[src/rtl/yrgb_pkg.sv]
`timescale 1ns / 1ps
// yrgb_pkg: shared types and constants of the 4:2:2 to rgb pair converter
// no dependencies

package yrgb_pkg;

   localparam int COEF_FRAC_BITS_DEF = 12;
   localparam int CSR_ADDR_W = 4;
   localparam int CSR_DATA_W = 32;

   // register indexes
   localparam logic [1:0] REG_BYTE_ORDER = 2'd0;
   localparam logic [1:0] REG_COEF_SET   = 2'd1;
   localparam logic [1:0] REG_RED_OFFSET = 2'd2;

   // byte order codes
   localparam logic ORDER_UYVY = 1'b0;
   localparam logic ORDER_YUYV = 1'b1;

   // coefficient set codes
   localparam logic COEF_FULL   = 1'b0;
   localparam logic COEF_ANALOG = 1'b1;

   localparam logic signed [7:0] RED_OFFSET_RST = 8'sd8;

   typedef struct packed {
      logic              byte_order;
      logic              coefficient_set;
      logic signed [7:0] red_offset;
   } cfg_type;

   typedef struct packed {
      logic [7:0] red;
      logic [7:0] green;
      logic [7:0] blue;
   } pix_type;

endpackage

[src/rtl/yrgb_core.sv]
`timescale 1ns / 1ps
// yrgb_core: combinational conversion of one macropixel into two rgb pixels
// depends on yrgb_pkg

module yrgb_core #(
   parameter int COEF_FRAC_BITS = yrgb_pkg::COEF_FRAC_BITS_DEF
) (
   input  logic [31:0]       packed_word,
   input  yrgb_pkg::cfg_type cfg,
   output yrgb_pkg::pix_type pix_first,
   output yrgb_pkg::pix_type pix_second
);
   import yrgb_pkg::*;

   localparam int KW    = COEF_FRAC_BITS + 3;
   localparam int SUM_W = COEF_FRAC_BITS + 12;

   localparam longint KR_FULL  = ((64'(1402)  << COEF_FRAC_BITS) + 500)   / 1000;
   localparam longint KGU_FULL = ((64'(34413) << COEF_FRAC_BITS) + 50000) / 100000;
   localparam longint KGV_FULL = ((64'(71414) << COEF_FRAC_BITS) + 50000) / 100000;
   localparam longint KB_FULL  = ((64'(1772)  << COEF_FRAC_BITS) + 500)   / 1000;
   localparam longint KR_AN    = ((64'(1140)  << COEF_FRAC_BITS) + 500)   / 1000;
   localparam longint KGU_AN   = ((64'(395)   << COEF_FRAC_BITS) + 500)   / 1000;
   localparam longint KGV_AN   = ((64'(581)   << COEF_FRAC_BITS) + 500)   / 1000;
   localparam longint KB_AN    = ((64'(2032)  << COEF_FRAC_BITS) + 500)   / 1000;

   function automatic logic [7:0] sat8(input logic [11:0] v);
      logic [7:0] r;
      if (v[11]) begin
         r = 8'd0;
      end else if (|v[10:8]) begin
         r = 8'hff;
      end else begin
         r = v[7:0];
      end
      return r;
   endfunction

   logic [7:0] y0, y1, u, v;
   logic signed [8:0] du, dv;
   logic signed [KW-1:0] kr, kgu, kgv, kb;
   logic signed [SUM_W-1:0] prod_r, prod_gu, prod_gv, prod_b, off_f;
   logic signed [SUM_W-1:0] y0_f, y1_f;
   logic signed [SUM_W-1:0] r0_sum, g0_sum, b0_sum, r1_sum, g1_sum, b1_sum;

   always_comb begin
      if (cfg.byte_order == ORDER_UYVY) begin
         u  = packed_word[7:0];
         y0 = packed_word[15:8];
         v  = packed_word[23:16];
         y1 = packed_word[31:24];
      end else begin
         y0 = packed_word[7:0];
         u  = packed_word[15:8];
         y1 = packed_word[23:16];
         v  = packed_word[31:24];
      end
   end

   always_comb begin
      if (cfg.coefficient_set == COEF_ANALOG) begin
         kr  = KW'(KR_AN);
         kgu = KW'(KGU_AN);
         kgv = KW'(KGV_AN);
         kb  = KW'(KB_AN);
      end else begin
         kr  = KW'(KR_FULL);
         kgu = KW'(KGU_FULL);
         kgv = KW'(KGV_FULL);
         kb  = KW'(KB_FULL);
      end
   end

   assign du = $signed({1'b0, u}) - 9'sd128;
   assign dv = $signed({1'b0, v}) - 9'sd128;

   // chroma terms are shared by both pixels
   assign prod_r  = SUM_W'(kr * dv);
   assign prod_gu = SUM_W'(kgu * du);
   assign prod_gv = SUM_W'(kgv * dv);
   assign prod_b  = SUM_W'(kb * du);

   assign off_f = SUM_W'(cfg.red_offset) <<< COEF_FRAC_BITS;
   assign y0_f  = $signed(SUM_W'(y0)) <<< COEF_FRAC_BITS;
   assign y1_f  = $signed(SUM_W'(y1)) <<< COEF_FRAC_BITS;

   assign r0_sum = y0_f + off_f + prod_r;
   assign g0_sum = y0_f - prod_gu - prod_gv;
   assign b0_sum = y0_f + prod_b;
   assign r1_sum = y1_f + off_f + prod_r;
   assign g1_sum = y1_f - prod_gu - prod_gv;
   assign b1_sum = y1_f + prod_b;

   // dropping the fraction bits floors toward minus infinity
   assign pix_first.red    = sat8(r0_sum[SUM_W-1:COEF_FRAC_BITS]);
   assign pix_first.green  = sat8(g0_sum[SUM_W-1:COEF_FRAC_BITS]);
   assign pix_first.blue   = sat8(b0_sum[SUM_W-1:COEF_FRAC_BITS]);
   assign pix_second.red   = sat8(r1_sum[SUM_W-1:COEF_FRAC_BITS]);
   assign pix_second.green = sat8(g1_sum[SUM_W-1:COEF_FRAC_BITS]);
   assign pix_second.blue  = sat8(b1_sum[SUM_W-1:COEF_FRAC_BITS]);

endmodule

[src/rtl/yuv422_to_rgb_pair.sv]
`timescale 1ns / 1ps
// yuv422_to_rgb_pair: top level, input register, conversion core, result register
// depends on yrgb_pkg and yrgb_core
// path: a request is held in the input register, and its result moves to the result register
// once that register is free, where it is offered until it transfers
// throughput: one macropixel per cycle unless the result side stalls, set by the
// single conversion pass between the input register and the result register
// reset: synchronous, clears both valid flags and loads the register defaults

module yuv422_to_rgb_pair #(
   parameter int COEF_FRAC_BITS = yrgb_pkg::COEF_FRAC_BITS_DEF
) (
   input  logic                            clock,
   input  logic                            reset,
   input  logic                            req_valid,
   output logic                            req_ready,
   input  logic [31:0]                     req_packed_word,
   input  logic                            req_frame_end_in,
   output logic                            rsp_valid,
   input  logic                            rsp_ready,
   output logic [7:0]                      rsp_red_first,
   output logic [7:0]                      rsp_green_first,
   output logic [7:0]                      rsp_blue_first,
   output logic [7:0]                      rsp_red_second,
   output logic [7:0]                      rsp_green_second,
   output logic [7:0]                      rsp_blue_second,
   output logic                            rsp_frame_end_out,
   input  logic                            csr_psel,
   input  logic                            csr_penable,
   input  logic                            csr_pwrite,
   input  logic [yrgb_pkg::CSR_ADDR_W-1:0] csr_paddr,
   input  logic [yrgb_pkg::CSR_DATA_W-1:0] csr_pwdata,
   output logic [yrgb_pkg::CSR_DATA_W-1:0] csr_prdata,
   output logic                            csr_pready
);
   import yrgb_pkg::*;

   cfg_type cfg_ff, cfg_in;
   logic [1:0] reg_idx;

   logic        in_valid_ff, in_valid_in;
   logic [31:0] in_word_ff;
   logic        in_fe_ff;
   logic        out_valid_ff, out_valid_in;
   pix_type     out_first_ff, out_second_ff;
   logic        out_fe_ff;
   pix_type     pix_first, pix_second;
   logic        out_free, in_take;

   // register file
   assign csr_pready = 1'b1;
   assign reg_idx    = csr_paddr[CSR_ADDR_W-1:2];

   always_comb begin
      cfg_in = cfg_ff;
      if (csr_psel && csr_penable && csr_pwrite) begin
         case (reg_idx)
            REG_BYTE_ORDER: cfg_in.byte_order      = csr_pwdata[0];
            REG_COEF_SET:   cfg_in.coefficient_set = csr_pwdata[0];
            REG_RED_OFFSET: cfg_in.red_offset      = $signed(csr_pwdata[7:0]);
            default:        cfg_in = cfg_ff;
         endcase
      end
   end

   always_comb begin
      case (reg_idx)
         REG_BYTE_ORDER: csr_prdata = CSR_DATA_W'(cfg_ff.byte_order);
         REG_COEF_SET:   csr_prdata = CSR_DATA_W'(cfg_ff.coefficient_set);
         REG_RED_OFFSET: csr_prdata = CSR_DATA_W'($unsigned(cfg_ff.red_offset));
         default:        csr_prdata = '0;
      endcase
   end

   always_ff @(posedge clock) begin
      if (reset) begin
         cfg_ff.byte_order      <= ORDER_UYVY;
         cfg_ff.coefficient_set <= COEF_FULL;
         cfg_ff.red_offset      <= RED_OFFSET_RST;
      end else begin
         cfg_ff <= cfg_in;
      end
   end

   // datapath flow control
   assign out_free     = !out_valid_ff || rsp_ready;
   assign req_ready    = !in_valid_ff || out_free;
   assign in_take      = req_valid && req_ready;
   assign in_valid_in  = in_take || (in_valid_ff && !out_free);
   assign out_valid_in = in_valid_ff || (out_valid_ff && !rsp_ready);

   always_ff @(posedge clock) begin
      if (reset) begin
         in_valid_ff  <= 1'b0;
         out_valid_ff <= 1'b0;
      end else begin
         in_valid_ff  <= in_valid_in;
         out_valid_ff <= out_free ? in_valid_ff : out_valid_in;
      end
   end

   always_ff @(posedge clock) begin
      if (in_take) begin
         in_word_ff <= req_packed_word;
         in_fe_ff   <= req_frame_end_in;
      end
      if (out_free && in_valid_ff) begin
         out_first_ff  <= pix_first;
         out_second_ff <= pix_second;
         out_fe_ff     <= in_fe_ff;
      end
   end

   yrgb_core #(
      .COEF_FRAC_BITS(COEF_FRAC_BITS)
   ) u_core (
      .packed_word(in_word_ff),
      .cfg        (cfg_ff),
      .pix_first  (pix_first),
      .pix_second (pix_second)
   );

   assign rsp_valid         = out_valid_ff;
   assign rsp_red_first     = out_first_ff.red;
   assign rsp_green_first   = out_first_ff.green;
   assign rsp_blue_first    = out_first_ff.blue;
   assign rsp_red_second    = out_second_ff.red;
   assign rsp_green_second  = out_second_ff.green;
   assign rsp_blue_second   = out_second_ff.blue;
   assign rsp_frame_end_out = out_fe_ff;

endmodule

[config.mk]
export PLATFORM = sky130hd
export DESIGN_NAME = yuv422_to_rgb_pair
export DESIGN_NICKNAME = d
export VERILOG_FILES = /design/src/rtl/yrgb_pkg.sv /design/src/rtl/yrgb_core.sv /design/src/rtl/yuv422_to_rgb_pair.sv
export SDC_FILE = /design/constraint.sdc
export NUM_CORES = 1
export LEC_CHECK = 0
export BUFFER_PORTS_ARGS = -buffer_cell sky130_fd_sc_hd__buf_4
export CAP_MARGIN = 30
export CORE_UTILIZATION = 63
export DETAILED_ROUTE_END_ITERATION = 12
export PLACE_DENSITY_LB_ADDON = 0.1
export SKIP_LAST_GASP = 1
export SLEW_MARGIN = 20
export SYNTH_ARGS = -nofsm -noshare
export SYNTH_HDL_FRONTEND = slang
export SYNTH_HIERARCHICAL = 1
export SYNTH_SLANG_ARGS = --single-unit
[constraint.sdc]
create_clock -name clock -period 9.6 [get_ports clock]
set_clock_uncertainty 0.1 [all_clocks]
set_input_delay 0.48 -clock clock [delete_from_list [all_inputs] [get_ports clock]]
set_output_delay 0.48 -clock clock [all_outputs]
set_load 0.05 [all_outputs]
# Yosys cells after proc, flatten, opt, wreduce, memory -nomap -nowiden

Cells that the tools add are included.

Multipliers: 4
Reductions and logical operators: 24
Muxes and demuxes: 16
Equality and inequality tests: 2
Add/sub/neg operators: 12

Operators by type and width:

| operator                                          | count |
|---|---|
| two-way mux 8 bit                                 | 10 |
| adder 21 x 24 -> 24 bit                           | 2 |
| adder 24 bit                                      | 2 |
| subtractor 21 x 24 -> 24 bit                      | 2 |
| subtractor 24 bit                                 | 2 |
| adder 21 x 20 -> 22 bit                           | 2 |
| multiplier 15 x 9 -> 24 bit                       | 1 |
| case mux 8 bit (3 select lines)                   | 1 |
| multiplier 14 x 9 -> 23 bit                       | 1 |
| multiplier 13 x 9 -> 22 bit                       | 1 |
| multiplier 12 x 9 -> 21 bit                       | 1 |
| two-way mux 10 bit                                | 2 |
| OR reduction 3 bit                                | 6 |
| subtractor 8 x 8 -> 9 bit (second input constant) | 2 |
| two-way mux 14 bit                                | 1 |
| two-way mux 11 bit                                | 1 |
| logical AND 1 bit                                 | 6 |
| AND reduction 2 bit                               | 3 |
| logical NOT 1 bit                                 | 4 |
| logical OR 1 bit                                  | 4 |
| == test 2 x 1 -> 1 bit (second input constant)    | 1 |
| == test 2 bit (second input constant)             | 1 |
| logical NOT 2 bit                                 | 1 |
| two-way mux 1 bit                                 | 1 |

Flip-flop bits (word level): 94
Word-level logic and storage cells: 72
Output and inout port bits: 84
Bits of input ports: 76

# Logic depth before layout (Yosys ltp)

Depth after elaboration: 7
Gate-level depth with buffers: 38
Gate-level depth less buffers: 36

# Modules after synthesis

Netlist, hierarchy kept.

Modules (own cells, without submodules):

| module             | times used | area an instance (µm²) | cells each | seq. area each (µm²) |
|---|---|---|---|---|
| yrgb_core          | 1          | 13,307.8               | 1,520      | 0.0 |
| yuv422_to_rgb_pair | 1          | 3,270.6                | 175        | 2,702.6 |

# Worst setup path before layout

Ideal clock, no wire load.

Kind: flip-flop to flip-flop
Start point: register cfg_ff[9] in the netlist's numbering
End point: register out_second_ff, in the netlist rsp_red_second[0] (data pin)
Cell stages (with the launch flop): 37
Data arrival time: 8.399 ns
Data required time: 9.369 ns
Path buffers: 3
Clock period less this slack: 8.630 ns
Setup time: 0.131 ns
Path slack: 0.970 ns
Cells stage by stage: dfxtp_1 > buf_6 > clkbuf_1 > clkbuf_1 > mux2i_1 > inv_1 > ha_1 > inv_1 > fa_1 > inv_1 > fa_1 > fa_1 > inv_1 > fa_1 > inv_1 > ha_1 > o211a_1 > and3b_1 > a21oi_1 > o21ai_0 > nor2_1 > nor2b_1 > nor2_1 > xor2_1 > fa_1 > inv_1 > fa_1 > a21o_1 > a21oi_1 > o21bai_1 > a21oi_1 > o21bai_1 > a21o_1 > a21o_1 > a21oi_1 > xnor2_1 > o21a_1

Longest elaborated chain between the ends: 6
Elaborated cells on any way between the ends: 8
Classes of those cells: 3 x add/sub; 1 x mul; 3 x mux; 1 x reduce/logical

RTL lines:

| element                     | line                      | source |
|---|---|---|
| start: declaration          | yuv422_to_rgb_pair.sv:38  | `cfg_type cfg_ff, cfg_in;` |
| start signal: assignment    | yuv422_to_rgb_pair.sv:81  | `cfg_ff <= cfg_in;` |
| two-way mux 8 bit           | yrgb_core.sv:47           | `if (cfg.byte_order == ORDER_UYVY) begin` |
| subtractor 8 x 8 -> 9 bit   | yrgb_core.sv:75           | `assign dv = $signed({1'b0, v}) - 9'sd128;` |
| multiplier 14 x 9 -> 23 bit | yrgb_core.sv:78           | `assign prod_r = SUM_W'(kr * dv);` |
| adder 24 bit (*)            | yrgb_core.sv:90           | `assign r1_sum = y1_f + off_f + prod_r;` |
| OR reduction 3 bit          | yrgb_core.sv:31           | `end else if (\|v[10:8]) begin` |
| two-way mux 8 bit           | yrgb_core.sv:31           |  |
| end signal: assignment      | yuv422_to_rgb_pair.sv:109 | `out_second_ff <= pix_second;` |
| end: declaration            | yuv422_to_rgb_pair.sv:45  | `pix_type out_first_ff, out_second_ff;` |

Every way passes the cells marked *; elsewhere a longest branch is shown, timed or not.
A chain may end at the register's enable or synchronous reset.

# Final worst setup path

Start point: register cfg_ff[9] in the netlist's numbering
End point: register out_second_ff, in the netlist rsp_blue_second[7] (data pin)

Longest elaborated chain between the ends: 6
Elaborated cells on any way between the ends: 7
Classes of those cells: 2 x add/sub; 1 x mul; 3 x mux; 1 x reduce/logical

RTL lines:

| element                     | line            | source |
|---|---|---|
| two-way mux 8 bit           | yrgb_core.sv:47 |  |
| subtractor 8 x 8 -> 9 bit   | yrgb_core.sv:74 | `assign du = $signed({1'b0, u}) - 9'sd128;` |
| multiplier 15 x 9 -> 24 bit | yrgb_core.sv:81 | `assign prod_b = SUM_W'(kb * du);` |
| adder 21 x 24 -> 24 bit (*) | yrgb_core.sv:92 | `assign b1_sum = y1_f + prod_b;` |
| OR reduction 3 bit          | yrgb_core.sv:31 |  |
| two-way mux 8 bit           | yrgb_core.sv:31 |  |

Marks and branches as above.

==> run metrics <==
Max Freq 110 MHz; # IOs 160; count leader, synth inv_1; top area cells in the synthesized netlist ha_1 (25%), fa_1 (21%), edfxtp_1 (15%), inv_1 (8.3%), xnor2_1 (3.3%); FF/Latch Area 0.00270 mm2; crit share post-route between 90% and 100%; DP Wirelength roughly 32000 um; crit path launch type flop; clock tree from TritonCTS built; # clock sinks 94; antenna diode count 0; RSZ-0062 raised after global routing false; post-synth top area cell ha_1; drt wl/cell about 17 um; Die W roughly 160 um; ys flop type edfxtp_1; critical path required time around 9.6 ns; setup_tns 0 ns; remaining antenna violation count after routing 0; Max-slew headroom a little under half; Hold Crit Class input pin to flop; Crit Path Class flop to flop; post-CTS setup buffers 0; number of synthesized register bits 94; hold violation count in the final report 0; Port Buffers between 100 and 150; hold_buf cts 0; Syn Area/Cell between 9 and 10 um2; count of flip-flops with a built-in enable after synthesis 82; Congestion Overflow GR 0; Final #Nets 2398; share of layout cells above drive strength 1 10.5%; number of global-route vias before repair between 10k and 15k; vias per inst ~5.5; Worst Max-Slew Pin Slew slightly above 0.8 ns; row count 59; post-CTS sizing 0; Crit. End Element flop; critical path fanouts, max 21; vias around 12k; global-route wire length before repair approximately 59000 um; DRT iter0 DRCs approximately 600; worst-skew pair later-pin latency 0.36 ns; max cap viols 0; r2r setup slk 0.54 ns; most frequent CP cell inv_1; min cycle time layout 9.06 ns; Synth top area share about a quarter; Hold Startpoint req_packed_word[3]; Post-Synthesis Cells 1695; unique cell type count in the Yosys netlist 74; Cell Area, Synth between 0.015 and 0.02 mm2; WL final roughly 37000 um; fin util 69.9%; CTS H-tree lvls 3; Final GP Congestion 0.928; sequential cell area fraction in the yosys report roughly 16%; FF-to-FF path depth 33; number of detailed-route iterations in the first pass 5; DRC viols 0; Area Growth Syn to Fin 9.23%; total number of yosys warnings 6; number of fill cells around 2.0k; FFs w/ async S/R, synth 0%; clock buffer depth 2; reg-to-reg startpoint cfg_ff[9]; Data arrival, critical path just over 9 ns; synth cell count leaders inv_1 (367), ha_1 (333), fa_1 (171); antenna violations before repair 0; final setup violation count 0; largest net degree at the start of global routing 50; outcome completed; area taken by multi-input logic gates ~0.012 mm2; Hold Crit Depth 1; Hold Path End in_word_ff[3]; core footprint 0.0259 mm2; Max stage delay cell, worst path dfxtp_2; Pins Over Slew Limit 0; Clk pin slew, worst setup/hold paths ~0.08 ns; CTS Buf Count 9; r2r endpoint rsp_blue_second[7]; CP startpoint cfg_ff[9]; all-layer global routing usage 28.7%; starting density of the core between 60% and 70%; die height 164 um; DIE AREA 0.0270 mm2; CP peak stage delay 0.71 ns; root cell of the clock tree clkbuf_16
==> layout by cell type, fill, tap and decap left out, types with 4 or more instances in the layout <==
master and n:
nand3_1 13, a211oi_1 6, conb_1 36, nand2b_1 41
inv_1 367, edfxtp_1 82, a21o_1 41, a21oi_1 65
buf_4 119, and3_1 8, clkbuf_16 10, nor2b_1 16
a21boi_0 4, dfxtp_1 11, a31o_2 4, o21bai_1 13
or2_2 9, or3_1 5, fa_1 171, o21a_1 42
mux2_2 19, nor2_1 79, xor2_1 28, a31oi_1 7
xnor2_1 62, nor3_1 16, nor3b_1 4, o211ai_1 8
nand2_1 38, and2_1 18, o21ai_1 5, o21ai_0 47
ha_1 333, mux2i_1 24
==> final cells by class <==
class / count / share of cell area [%]
clock buffers: 11 / 1.46
clock inverters: 5 / 0.214
inverters: 368 / 7.63
multi-input cells: 1224 / 68.3
flip-flops and latches: 94 / 14.9
well taps: 335 / 2.31
repair buffers: 121 / 5.13
==> worst max path at each step <==
stage / slack [ns] / end / cells after the start
floorplan: 0.97 / rsp_red_second[0] / 36
global placement: 0.72 / rsp_green_second[1] / 31
detailed placement: 0.59 / rsp_red_second[0] / 32
CTS: 0.54 / rsp_red_second[0] / 32
global route: 0.004 / rsp_red_second[0] / 33
finish: 0.54 / rsp_blue_second[7] / 33
==> sequential cells by signal (all words and copies together) (netlist names) <==
signal             cells
in_fe_ff               1
rsp_valid              1
rsp_green_second       8
rsp_blue_second        8
in_valid_ff            1
cfg_ff                10
rsp_frame_end_out      1
in_word_ff            32
rsp_green_first        8
rsp_red_first          8
rsp_blue_first         8
rsp_red_second         8
==> stage by stage <==
stage	hold WS [ns]	area (um2)	instances	setup slack, ns
after floorplan	0.300	16700	1727	0.970
after detailed placement	0.307	17800	2141	0.591
after global routing	0.180	18100	2158	0.00443
after global placement	0.302	17800	2140	0.724
after CTS	0.185	18100	2157	0.542
final	0.191	18100	2158	0.542
==> logic make-up (layout without fill, tap and decap cells) <==
kind of cell | count (synthesis) | in the layout | synth area share [%]
adders and majority gates | 504 | 504 | 45.8
buffers and inverters | 409 | 505 | 9.92
AOI/OAI and AO/OA | 277 | 277 | 11.3
and+or+nand+nor | 268 | 268 | 8.54
DFF | 94 | 94 | 16.3
xor gates and xnor gates | 93 | 93 | 5.12
muxes | 46 | 46 | 3.00
other | 4 | 36 | 0.0905
==> layer usage <==
layer	GRT usage (%)	part of all wire [%]	up-vias
met5	0	0	-
met3	2.98	3.2	56
met2	51.5	51	255
met1	36.8	43	5811
li1	-	-	5815
met4	6.78	2.4	0
==> critical path: cells and delay by family, from the launching register on <==
kind / cells / cell delay, ns
multiplexers: 2 / 0.61
XOR/XNOR: 1 / 0.48
flip-flops: 1 / 0.71
adder cells (fa/ha/maj): 7 / 2.98
AND/OR/NAND/NOR: 5 / 0.91
buffers and inverters: 8 / 1.27
AO/OA/AOI/OAI: 10 / 1.70
Power is not shown: default switching activity piles up to over one toggle a cycle in this logic, so the estimate is an artifact.
